<file path="src/rtl/core/wbsc_pkg.sv">
// Shared constants, result codes and controller/datapath handshake types for the sector chunker.
`timescale 1ns / 1ps
package wbsc_pkg;

    localparam int unsigned SECTORS_PER_PAGE = 8;
    localparam int unsigned MAX_PAGES        = 64;
    localparam int unsigned ADDRESS_SPACE    = 65536;
    localparam int unsigned MAX_COUNT        = 256;

    localparam int unsigned ADDR_W  = 16;
    localparam int unsigned COUNT_W = 9;
    localparam int unsigned SLOT_W  = 6;
    localparam int unsigned POS_W   = 3;
    localparam int unsigned CHUNK_W = 4;
    localparam int unsigned RING_W  = 7;
    localparam int unsigned STAT_W  = 2;
    localparam int unsigned VER_W   = 8;

    // Result status codes
    localparam logic [STAT_W-1:0] ST_DONE  = 2'd0;
    localparam logic [STAT_W-1:0] ST_RANGE = 2'd1;
    localparam logic [STAT_W-1:0] ST_EMPTY = 2'd2;

    // Register index of ring_pages
    localparam logic REG_RING_PAGES = 1'b0;

    typedef struct packed {
        logic load;    // take the input item
        logic sector;  // process one sector of the current chunk
        logic emit;    // load the chunk result and advance the ring
        logic stat;    // load a status-only result
    } t_cmd;

    typedef struct packed {
        logic clear_done;  // version store clearing pass finished
        logic in_bad;      // the offered item is empty or out of range
        logic chunk_end;   // the sector processed this cycle ends the chunk
        logic req_done;    // no sectors left in the request
        logic out_free;    // output register can take a result this cycle
    } t_sts;

endpackage

</file>
<file path="src/rtl/core/wbsc_ctrl.sv">
// Controller state machine sequencing sectors, chunk results and status results.
`timescale 1ns / 1ps
module wbsc_ctrl (
    input  logic          i_clk,
    input  logic          i_rst_n,
    input  logic          i_in_valid,
    output logic          o_in_ready,
    input  wbsc_pkg::t_sts i_sts,
    output wbsc_pkg::t_cmd o_cmd
);

    localparam logic [2:0] S_CLEAR = 3'd0;
    localparam logic [2:0] S_IDLE  = 3'd1;
    localparam logic [2:0] S_SECT  = 3'd2;
    localparam logic [2:0] S_EMIT  = 3'd3;
    localparam logic [2:0] S_STAT  = 3'd4;

    logic [2:0] r_state;
    logic [2:0] n_state;

    always_ff @(posedge i_clk) begin
        if (!i_rst_n) begin
            r_state <= S_CLEAR;
        end else begin
            r_state <= n_state;
        end
    end

    always_comb begin
        n_state    = r_state;
        o_cmd      = '0;
        o_in_ready = 1'b0;
        unique case (r_state)
            S_CLEAR: begin
                if (i_sts.clear_done) begin
                    n_state = S_IDLE;
                end
            end
            S_IDLE: begin
                o_in_ready = i_sts.clear_done;
                if (i_in_valid && i_sts.clear_done) begin
                    o_cmd.load = 1'b1;
                    n_state    = i_sts.in_bad ? S_STAT : S_SECT;
                end
            end
            S_SECT: begin
                o_cmd.sector = 1'b1;
                if (i_sts.chunk_end) begin
                    n_state = S_EMIT;
                end
            end
            S_EMIT: begin
                // hold until the output register frees up
                if (i_sts.out_free) begin
                    o_cmd.emit = 1'b1;
                    n_state    = i_sts.req_done ? S_IDLE : S_SECT;
                end
            end
            S_STAT: begin
                if (i_sts.out_free) begin
                    o_cmd.stat = 1'b1;
                    n_state    = S_IDLE;
                end
            end
            default: begin
                n_state = S_IDLE;
            end
        endcase
    end

endmodule

</file>
<file path="src/rtl/core/wbsc_dpath.sv">
// Datapath: ring pointer, chunk counters, sector table, version store and result register.
`timescale 1ns / 1ps
module wbsc_dpath (
    input  logic                              i_clk,
    input  logic                              i_rst_n,
    input  wbsc_pkg::t_cmd                    i_cmd,
    output wbsc_pkg::t_sts                    o_sts,
    input  logic [wbsc_pkg::ADDR_W-1:0]       i_start_address,
    input  logic [wbsc_pkg::COUNT_W-1:0]      i_sector_count,
    input  logic                              i_cfg_we,
    input  logic [wbsc_pkg::RING_W-1:0]       i_cfg_data,
    output logic [wbsc_pkg::RING_W-1:0]       o_ring_pages,
    output logic                              o_out_valid,
    input  logic                              i_out_ready,
    output logic [wbsc_pkg::SLOT_W-1:0]       o_slot,
    output logic [wbsc_pkg::POS_W-1:0]        o_first_sector,
    output logic [wbsc_pkg::CHUNK_W-1:0]      o_chunk_sectors,
    output logic [wbsc_pkg::ADDR_W-1:0]       o_chunk_address,
    output logic [wbsc_pkg::STAT_W-1:0]       o_status,
    output logic                              o_last
);

    localparam int unsigned TBL_W = wbsc_pkg::SLOT_W + wbsc_pkg::POS_W;

    // Ring and request state
    logic [wbsc_pkg::RING_W-1:0]  r_ring_pages;
    logic [wbsc_pkg::SLOT_W-1:0]  r_ptr;
    logic [wbsc_pkg::MAX_PAGES-1:0] r_tagged;
    logic [wbsc_pkg::ADDR_W-1:0]  r_addr;
    logic [wbsc_pkg::ADDR_W-1:0]  r_chunk_addr;
    logic [wbsc_pkg::POS_W-1:0]   r_first;
    logic [wbsc_pkg::POS_W-1:0]   r_pos;
    logic [wbsc_pkg::COUNT_W-1:0] r_left;
    logic [wbsc_pkg::CHUNK_W-1:0] r_cnt;
    logic [wbsc_pkg::STAT_W-1:0]  r_code;

    // Version store and its clearing pass
    logic [wbsc_pkg::VER_W-1:0]   r_version_mem [0:wbsc_pkg::ADDRESS_SPACE-1];
    logic [wbsc_pkg::VER_W-1:0]   r_ver_rdata;
    logic [wbsc_pkg::ADDR_W-1:0]  r_ver_waddr;
    logic                         r_rmw_pending;
    logic [wbsc_pkg::ADDR_W-1:0]  r_clr_addr;
    logic                         r_clr_done;

    // Sector address table, written only
    logic [wbsc_pkg::ADDR_W-1:0]  r_sector_table [0:(1 << TBL_W)-1];

    // Result register
    logic                         r_out_valid;
    logic [wbsc_pkg::SLOT_W-1:0]  r_out_slot;
    logic [wbsc_pkg::POS_W-1:0]   r_out_first;
    logic [wbsc_pkg::CHUNK_W-1:0] r_out_cnt;
    logic [wbsc_pkg::ADDR_W-1:0]  r_out_addr;
    logic [wbsc_pkg::STAT_W-1:0]  r_out_status;
    logic                         r_out_last;

    logic [wbsc_pkg::ADDR_W:0]    in_end;
    logic [wbsc_pkg::STAT_W-1:0]  in_code;
    logic [wbsc_pkg::SLOT_W-1:0]  ptr_next;
    logic [wbsc_pkg::RING_W-1:0]  cfg_pages;
    logic                         out_free;
    logic                         ver_we;
    logic [wbsc_pkg::ADDR_W-1:0]  ver_waddr;
    logic [wbsc_pkg::VER_W-1:0]   ver_wdata;

    // Classify the offered item
    always_comb begin
        in_end = {1'b0, i_start_address} +
                 {{(wbsc_pkg::ADDR_W + 1 - wbsc_pkg::COUNT_W){1'b0}}, i_sector_count};
        priority if (i_sector_count == '0) begin
            in_code = wbsc_pkg::ST_EMPTY;
        end else if (i_sector_count > wbsc_pkg::COUNT_W'(wbsc_pkg::MAX_COUNT) ||
                     in_end > (wbsc_pkg::ADDR_W + 1)'(wbsc_pkg::ADDRESS_SPACE)) begin
            in_code = wbsc_pkg::ST_RANGE;
        end else begin
            in_code = wbsc_pkg::ST_DONE;
        end
    end

    always_comb begin
        if ({1'b0, r_ptr} + 7'd1 == r_ring_pages) begin
            ptr_next = '0;
        end else begin
            ptr_next = r_ptr + 6'd1;
        end
    end

    // Saturate the ring size into 1..MAX_PAGES
    always_comb begin
        priority if (i_cfg_data == '0) begin
            cfg_pages = 7'd1;
        end else if (i_cfg_data > wbsc_pkg::RING_W'(wbsc_pkg::MAX_PAGES)) begin
            cfg_pages = wbsc_pkg::RING_W'(wbsc_pkg::MAX_PAGES);
        end else begin
            cfg_pages = i_cfg_data;
        end
    end

    assign out_free = !r_out_valid || i_out_ready;

    always_comb begin
        o_sts.clear_done = r_clr_done;
        o_sts.in_bad     = (in_code != wbsc_pkg::ST_DONE);
        o_sts.chunk_end  = (r_pos == '1) || (r_left == 9'd1);
        o_sts.req_done   = (r_left == '0);
        o_sts.out_free   = out_free;
    end

    // Control state
    always_ff @(posedge i_clk) begin
        if (!i_rst_n) begin
            r_ring_pages  <= wbsc_pkg::RING_W'(wbsc_pkg::MAX_PAGES);
            r_ptr         <= '0;
            r_tagged      <= '0;
            r_left        <= '0;
            r_cnt         <= '0;
            r_rmw_pending <= 1'b0;
            r_clr_addr    <= '0;
            r_clr_done    <= 1'b0;
            r_out_valid   <= 1'b0;
        end else begin
            r_rmw_pending <= i_cmd.sector;
            if (!r_clr_done) begin
                r_clr_addr <= r_clr_addr + 16'd1;
                if (r_clr_addr == '1) begin
                    r_clr_done <= 1'b1;
                end
            end
            if (i_cfg_we) begin
                r_ring_pages <= cfg_pages;
                r_ptr        <= '0;
            end
            if (i_cmd.load) begin
                r_left <= i_sector_count;
                r_cnt  <= '0;
            end
            if (i_cmd.sector) begin
                r_left <= r_left - 9'd1;
                r_cnt  <= r_cnt + 4'd1;
            end
            if (i_cmd.emit) begin
                r_tagged[r_ptr] <= 1'b1;
                r_ptr           <= ptr_next;
                r_cnt           <= '0;
            end
            if (i_cmd.emit || i_cmd.stat) begin
                r_out_valid <= 1'b1;
            end else if (i_out_ready) begin
                r_out_valid <= 1'b0;
            end
        end
    end

    // Address counters and result payload
    always_ff @(posedge i_clk) begin
        if (i_cmd.load) begin
            r_addr       <= i_start_address;
            r_chunk_addr <= i_start_address;
            r_first      <= i_start_address[wbsc_pkg::POS_W-1:0];
            r_pos        <= i_start_address[wbsc_pkg::POS_W-1:0];
            r_code       <= in_code;
        end
        if (i_cmd.sector) begin
            r_addr      <= r_addr + 16'd1;
            r_pos       <= r_pos + 3'd1;
            r_ver_waddr <= r_addr;
        end
        if (i_cmd.emit) begin
            // next chunk opens at the page start
            r_first      <= r_pos;
            r_chunk_addr <= r_addr;
            r_out_slot   <= r_ptr;
            r_out_first  <= r_first;
            r_out_cnt    <= r_cnt;
            r_out_addr   <= r_chunk_addr;
            r_out_status <= wbsc_pkg::ST_DONE;
            r_out_last   <= (r_left == '0);
        end
        if (i_cmd.stat) begin
            r_out_slot   <= '0;
            r_out_first  <= '0;
            r_out_cnt    <= '0;
            r_out_addr   <= '0;
            r_out_status <= r_code;
            r_out_last   <= 1'b1;
        end
    end

    // Version store: clear after reset, then one read-modify-write per sector
    always_comb begin
        if (!r_clr_done) begin
            ver_we    = 1'b1;
            ver_waddr = r_clr_addr;
            ver_wdata = '0;
        end else begin
            ver_we    = r_rmw_pending;
            ver_waddr = r_ver_waddr;
            ver_wdata = r_ver_rdata + 8'd1;
        end
    end

    always_ff @(posedge i_clk) begin
        if (ver_we) begin
            r_version_mem[ver_waddr] <= ver_wdata;
        end
        r_ver_rdata <= r_version_mem[r_addr];
    end

    always_ff @(posedge i_clk) begin
        if (i_cmd.sector) begin
            r_sector_table[{r_ptr, r_pos}] <= r_addr;
        end
    end

    assign o_ring_pages    = r_ring_pages;
    assign o_out_valid     = r_out_valid;
    assign o_slot          = r_out_slot;
    assign o_first_sector  = r_out_first;
    assign o_chunk_sectors = r_out_cnt;
    assign o_chunk_address = r_out_addr;
    assign o_status        = r_out_status;
    assign o_last          = r_out_last;

`ifndef SYNTHESIS
    a_ptr_in_ring: assert property (@(posedge i_clk) disable iff (!i_rst_n)
        {1'b0, r_ptr} < r_ring_pages)
        else $error("ring pointer beyond ring size");

    a_ring_range: assert property (@(posedge i_clk) disable iff (!i_rst_n)
        r_ring_pages != '0 && r_ring_pages <= wbsc_pkg::RING_W'(wbsc_pkg::MAX_PAGES))
        else $error("ring size out of range");

    a_no_sector_past_end: assert property (@(posedge i_clk) disable iff (!i_rst_n)
        i_cmd.sector |-> r_left != '0 && r_clr_done)
        else $error("sector processed with none left or before clearing");

    a_chunk_fits_page: assert property (@(posedge i_clk) disable iff (!i_rst_n)
        i_cmd.emit |-> r_cnt != '0 &&
            ({1'b0, r_first} + r_cnt) <= wbsc_pkg::CHUNK_W'(wbsc_pkg::SECTORS_PER_PAGE))
        else $error("chunk does not fit its page");

    a_result_overwrite: assert property (@(posedge i_clk) disable iff (!i_rst_n)
        (i_cmd.emit || i_cmd.stat) |-> (!r_out_valid || i_out_ready))
        else $error("result register overwritten while full");
`endif

endmodule

</file>
<file path="src/rtl/core/write_buffer_sector_chunker.sv">
// Top level of the write buffer sector chunker: handshake, register port and submodules.
`timescale 1ns / 1ps
// Splits a host write (start address, sector count) into page chunks on a ring of
// write buffer pages and returns one result item per chunk, last set on the final one;
// an empty or out-of-range request returns a single status item and changes nothing.
// After reset the block clears its 64K-entry version store, one entry a cycle, and
// takes no item until that pass ends; register writes are taken throughout. Then an
// item is accepted when idle, its sectors run one per cycle, and each chunk result
// loads in an emit state that waits while the result register is full; each sector's
// version counter is read and written back in turn. The result register lets the next
// chunk proceed while a result waits. Writing ring_pages (address 0) clamps it to 1..64
// and zeroes the ring pointer; the user must write it only while idle; no check is made.
module write_buffer_sector_chunker (
    input  logic                              i_clk,
    input  logic                              i_rst_n,
    input  logic                              i_in_valid,
    output logic                              o_in_ready,
    input  logic [wbsc_pkg::ADDR_W-1:0]       i_start_address,
    input  logic [wbsc_pkg::COUNT_W-1:0]      i_sector_count,
    output logic                              o_out_valid,
    input  logic                              i_out_ready,
    output logic [wbsc_pkg::SLOT_W-1:0]       o_slot,
    output logic [wbsc_pkg::POS_W-1:0]        o_first_sector,
    output logic [wbsc_pkg::CHUNK_W-1:0]      o_chunk_sectors,
    output logic [wbsc_pkg::ADDR_W-1:0]       o_chunk_address,
    output logic [wbsc_pkg::STAT_W-1:0]       o_status,
    output logic                              o_last,
    input  logic                              psel,
    input  logic                              penable,
    input  logic                              pwrite,
    input  logic [2:0]                        paddr,
    input  logic [31:0]                       pwdata,
    output logic [31:0]                       prdata,
    output logic                              pready
);

    wbsc_pkg::t_cmd              cmd;
    wbsc_pkg::t_sts              sts;
    logic                        cfg_we;
    logic [wbsc_pkg::RING_W-1:0] ring_pages;

    assign pready = 1'b1;
    assign cfg_we = psel && penable && pwrite && (paddr[2] == wbsc_pkg::REG_RING_PAGES);

    always_comb begin
        if (paddr[2] == wbsc_pkg::REG_RING_PAGES) begin
            prdata = {{(32 - wbsc_pkg::RING_W){1'b0}}, ring_pages};
        end else begin
            prdata = '0;
        end
    end

    wbsc_ctrl u_ctrl (
        .i_clk      (i_clk),
        .i_rst_n    (i_rst_n),
        .i_in_valid (i_in_valid),
        .o_in_ready (o_in_ready),
        .i_sts      (sts),
        .o_cmd      (cmd)
    );

    wbsc_dpath u_dpath (
        .i_clk           (i_clk),
        .i_rst_n         (i_rst_n),
        .i_cmd           (cmd),
        .o_sts           (sts),
        .i_start_address (i_start_address),
        .i_sector_count  (i_sector_count),
        .i_cfg_we        (cfg_we),
        .i_cfg_data      (pwdata[wbsc_pkg::RING_W-1:0]),
        .o_ring_pages    (ring_pages),
        .o_out_valid     (o_out_valid),
        .i_out_ready     (i_out_ready),
        .o_slot          (o_slot),
        .o_first_sector  (o_first_sector),
        .o_chunk_sectors (o_chunk_sectors),
        .o_chunk_address (o_chunk_address),
        .o_status        (o_status),
        .o_last          (o_last)
    );

endmodule
</file>
<file path="config.mk">
export PLATFORM = sky130hd
export DESIGN_NAME = write_buffer_sector_chunker
export DESIGN_NICKNAME = d
export VERILOG_FILES = /design/src/rtl/core/wbsc_pkg.sv /design/src/rtl/core/wbsc_ctrl.sv /design/src/rtl/core/wbsc_dpath.sv /design/src/rtl/core/write_buffer_sector_chunker.sv
export SDC_FILE = /design/constraint.sdc
export NUM_CORES = 1
export LEC_CHECK = 0
export BUFFER_PORTS_ARGS = -buffer_cell sky130_fd_sc_hd__buf_2
export CAP_MARGIN = 40
export CORE_UTILIZATION = 35
export CTS_CLUSTER_SIZE = 25
export DETAILED_ROUTE_END_ITERATION = 10
export GPL_ROUTABILITY_DRIVEN = 0
export GPL_TIMING_DRIVEN = 0
export PLACE_DENSITY_LB_ADDON = 0.12
export SLEW_MARGIN = 5
export SYNTH_ARGS = -nofsm -noshare
export SYNTH_HDL_FRONTEND = slang
export SYNTH_SLANG_ARGS = --single-unit
</file>
<file path="constraint.sdc">
create_clock -name i_clk -period 7 [get_ports i_clk]
set_input_delay 1.4 -clock i_clk [delete_from_list [all_inputs] [get_ports i_clk]]
set_output_delay 1.4 -clock i_clk [all_outputs]
set_load 0.005 [all_outputs]
</file>
==> flow_results.org <==
** Run status
- The run finished with clean final reports.

** Critical path
- The worst register-to-register path begins at u_ctrl.r_state[0]$_SDFFE_PN0P_.
- Counting cells, the worst reg-to-reg path comes to 5.
- Crit-path cells :: buf_2 -> ha_1 -> fa_1 -> a21o_1 -> a2111oi_0 -> nor2_1 -> a2111oi_4 -> a41oi_2 -> maj3_2
- In this design, the stage delay of the slowest critical-path cell is 0.59 ns.
- Slowest library cell on the worst path :: a2111oi_0
- Endpoint arrival time on the critical path :: 4.07 ns
- The worst setup path is captured at a register.
- R2R Path End :: u_dpath.r_chunk_addr[15]$_DFFE_PP_
- The number of buffers and inverters on the critical path is 1.
- Along the worst path, the maximum fanout reaches 3.
- Class of the most critical setup path :: in -> reg
- Grouping stages by cell kind, the critical path spends the most delay in compound AO/OA/AOI/OAI gates.
- Flop-to-flop setup slack :: 4.48 ns
- Required time of the critical path :: 7.17 ns
- Sort of element at the start of the critical path :: input pin

** Timing
- Headroom to the max-slew limit came out at between 40% and 50%.
- F_max :: 256 MHz
- Setup repair after global routing left no endpoint under its margin.
- Final number of setup-violating endpoints :: 0
- Final hold viol count :: 0
- Final Cycle Share :: between 50% and 60%
- Adding up every negative setup slack in the final design gives 0 ns.
- Worst-margin pin slew :: 0.800 ns
- Slew Limit Fails :: 0
- The smallest clock period supported by the final layout is computed as approximately 4 ns.
- For the final database, setup skew stands at 0.00752 ns.

** Floorplan
- For this configuration, the core starts out at a cell density of 36.3%.
- The floorplan step defined a die boundary enclosing about 0.018 mm².
- The die is 134 µm tall.
- Die extent in x :: 134 µm
- The core region is 0.0168 mm².
- Row generation in the floorplan step produced 47 rows.
- IO Count :: 134

** Global routing
- Maximum number of pins on one net before global-route repair :: 20
- The total overflow left after global routing is 0.
- The number of antenna violations at the first check in global routing came to 0.
- The first global-routing pass estimated 25000 µm of wire.
- Vias in the first global route :: 4782
- Total GRT Usage :: 18.1%

** Routing
- Total routed wirelength :: roughly 16000 µm
- The count of nets left with antenna violations once routing finished came out at 0.
- The pre-antenna-repair detailed-routing pass consisted of 5 iterations.
- Dividing the detail-routed via count by the number of cells gives 5.01.
- After detailed routing, the number of remaining DRC violations is 0.
- DRT iter0 DRCs :: 322
- The detailed router placed 5086 vias in this run.
- Post-DR wirelength/cell :: 15.3 µm

** Yosys
- Number of enable-type register cells in the synthesized netlist :: 42
- After synthesis, the share of flip-flops with an asynchronous set or reset is 0%.
- Main area contributors after synthesis :: dfxtp_1 (25%), edfxtp_1 (21%), nand2_1 (7.2%)
- Synth top cells by count :: nand2_1 (117), dfxtp_1 (77), nor2_1 (48), edfxtp_1 (42), o21ai_0 (33)
- In the post-synthesis netlist, the cell with the most instances is nand2_1.
- Sequential elements use 45.9% of the synthesized area.
- Share of the synthesized area in the top cell type :: 25.3%
- Library cell occupying the most area in the post-synthesis netlist :: dfxtp_1
- The mapped netlist covers 0.00610 mm².
- Most used flip-flop cell after synthesis :: dfxtp_1
- Synthesized area per cell :: 9.26 µm²
- Yosys printed 0 warnings.
- The synthesized netlist contains between 60 and 70 unique library cells.
- Cell count after synthesis :: 659
- Yosys reg bits :: between 100 and 150

** Clocking
- Clock Tree Root :: clkbuf_16
- Post-CTS Setup Bufs :: 0
- The clock reaches the later pin of the worst-skew pair after around 0.42 ns.
- Clock transition at the registers of the reported paths :: 0.05 ns
- CTS tree :: yes
- Number of CTS-inserted buffers :: 17
- Hold-fix buffers at CTS :: 0
- CTS H-tree lvls :: 4
- CTS-repair resized insts :: 0
- Counting along the longest clock path gives a buffer depth of 2.
- CTS saw 119 sinks.

** Job
- Reported max-cap violation count :: 0

** Power and ir drop
- In this run the static leakage power is 3.16 nW.
- Power density cells :: around 230 mW/mm²
- Across the VDD grid, the largest voltage drop is 0.000168 V.

** Final layout
- Total inserted antenna cells :: 0
- In the final layout, the multi-input gates occupy 0.00306 mm².
- Fin area :: 0.00747 mm²
- In the final design database the tool counted roughly 870 nets.
- The layout has 1684 filler cells.
- Cells with a size suffix above 1 make up a little under a fifth of the layout.
- The area growth from synthesis to layout is 22.5%.
- Register area :: between 0.002 and 0.003 mm²

** Place
- Once placement finished, the instance area stood at 0.00688 mm².
- DPL Wire Length :: 11600 µm
- # port buffers :: 80

** Hold path
- The startpoint identified for the worst hold timing path is u_dpath.o_slot[0]$_SDFFE_PP0P_.
- The path class of the tightest hold or removal check is reg -> reg.
- Sink of the worst hold path :: u_dpath.o_slot[0]$_SDFFE_PP0P_
- Cell count of the worst hold path :: 2
-- through the flow --
step                      utilization, %  power [mW]  hold WS, ns  setup slack [ns]  cells
after CTS                           44.4        1.74        0.462              3.10   1016
after global placement              40.8       0.861        0.448              2.62    983
final                               44.4        1.72        0.459              3.10   1016
after detailed placement            40.9       0.863        0.453              2.66    984
after global routing                44.4        1.79        0.485              2.95   1016
after floorplan                        -       0.819        0.441              3.13    683
-- cell usage in the layout, fill, tap and decap left out, types with 4 or more instances in the layout --
cell	n
a211oi_1	6
a21o_1	6
a21oi_1	29
a22o_1	29
a22oi_1	4
a31oi_1	4
and3_1	14
buf_2	81
buf_4	26
clkbuf_1	26
clkbuf_16	18
conb_1	26
dfxtp_1	77
edfxtp_1	42
ha_1	17
inv_1	6
mux2i_1	4
nand2_1	117
nand3_1	18
nand4_1	7
nand4b_1	6
nor2_1	48
nor2b_1	16
nor3_1	13
nor3b_1	11
o21ai_0	33
or3_1	7
xnor2_1	11
xor2_1	27
-- routing by layer --
metal	vias up	GRT usage, %	routed length (µm)	share of wire (%)
met1	2372	24.8	7480	48
met3	25	4.27	772	5.0
met2	125	27.3	7030	45
met5	-	0	0	0
li1	2564	-	-	-
met4	0	7.55	259	1.7
-- how the worst max path moves through the flow --
stage	to	slack [ns]	depth (start not counted)	start
finish	u_dpath.r_code[0]$_DFFE_PP_	3.10	9	i_start_address[0]
global route	u_dpath.r_code[0]$_DFFE_PP_	2.95	9	i_start_address[0]
CTS	u_dpath.r_code[0]$_DFFE_PP_	3.10	9	i_start_address[0]
detailed placement	u_dpath.r_code[0]$_DFFE_PP_	2.66	9	i_start_address[0]
global placement	u_dpath.r_code[0]$_DFFE_PP_	2.62	9	i_start_address[0]
floorplan	u_dpath.r_code[0]$_DFFE_PP_	3.13	8	i_start_address[0]
-- flip-flops by register name, indices dropped and copies added (netlist names) --
signal / count
u_dpath.r_addr: 16
u_dpath.o_slot: 6
u_dpath.o_first_sector: 3
u_dpath.r_clr_addr: 16
u_dpath.r_pos: 3
u_dpath.o_chunk_sectors: 4
u_dpath.r_code: 2
u_dpath.o_status: 2
u_dpath.o_chunk_address: 16
u_dpath.o_ring_pages: 7
u_dpath.o_out_valid: 1
u_dpath.r_first: 3
u_ctrl.r_state: 3
u_dpath.r_chunk_addr: 16
u_dpath.r_left: 9
u_dpath.r_cnt: 4
u_dpath.r_ptr: 6
u_dpath.o_last: 1
u_dpath.r_clr_done: 1
-- worst min-delay path, cell delays in order, from the launching register on --
cell	delay, ns
dfxtp_1	0.31
nand2_1	0.05
a21oi_1	0.05
-- report_power, final --
part | leakage (nW) | internal (mW) | switching [mW] | total (mW)
clock network | 0.287 | 0.553 | 0.321 | 0.874
logic | 1.88 | 0.0532 | 0.0709 | 0.124
registers | 0.994 | 0.722 | 0.00417 | 0.726
total | 3.16 | 1.33 | 0.396 | 1.72
-- layout make-up --
cell class	instances	share of cell area [%]
clock buffers	21	6.31
well taps	220	3.68
clock inverters	11	1.59
inverters	8	0.402
flip-flops and latches	119	37.5
plain buffers	54	4.04
multi-input cells	502	40.9
repair buffers	81	5.56
-- logic make-up (layout without fill, tap and decap cells) --
group | Yosys count | in the layout | share of synthesized area [%]
xor gates and xnor gates | 39 | 39 | 5.82
and+or+nand+nor | 277 | 277 | 22.0
buffers and inverters | 62 | 175 | 5.43
other | 2 | 26 | 0.123
DFF | 119 | 119 | 45.9
muxes | 5 | 5 | 0.841
AOI/OAI and AO/OA | 136 | 136 | 15.9
adders and majority gates | 19 | 19 | 4.00
Power figures use the tool's default switching activity.
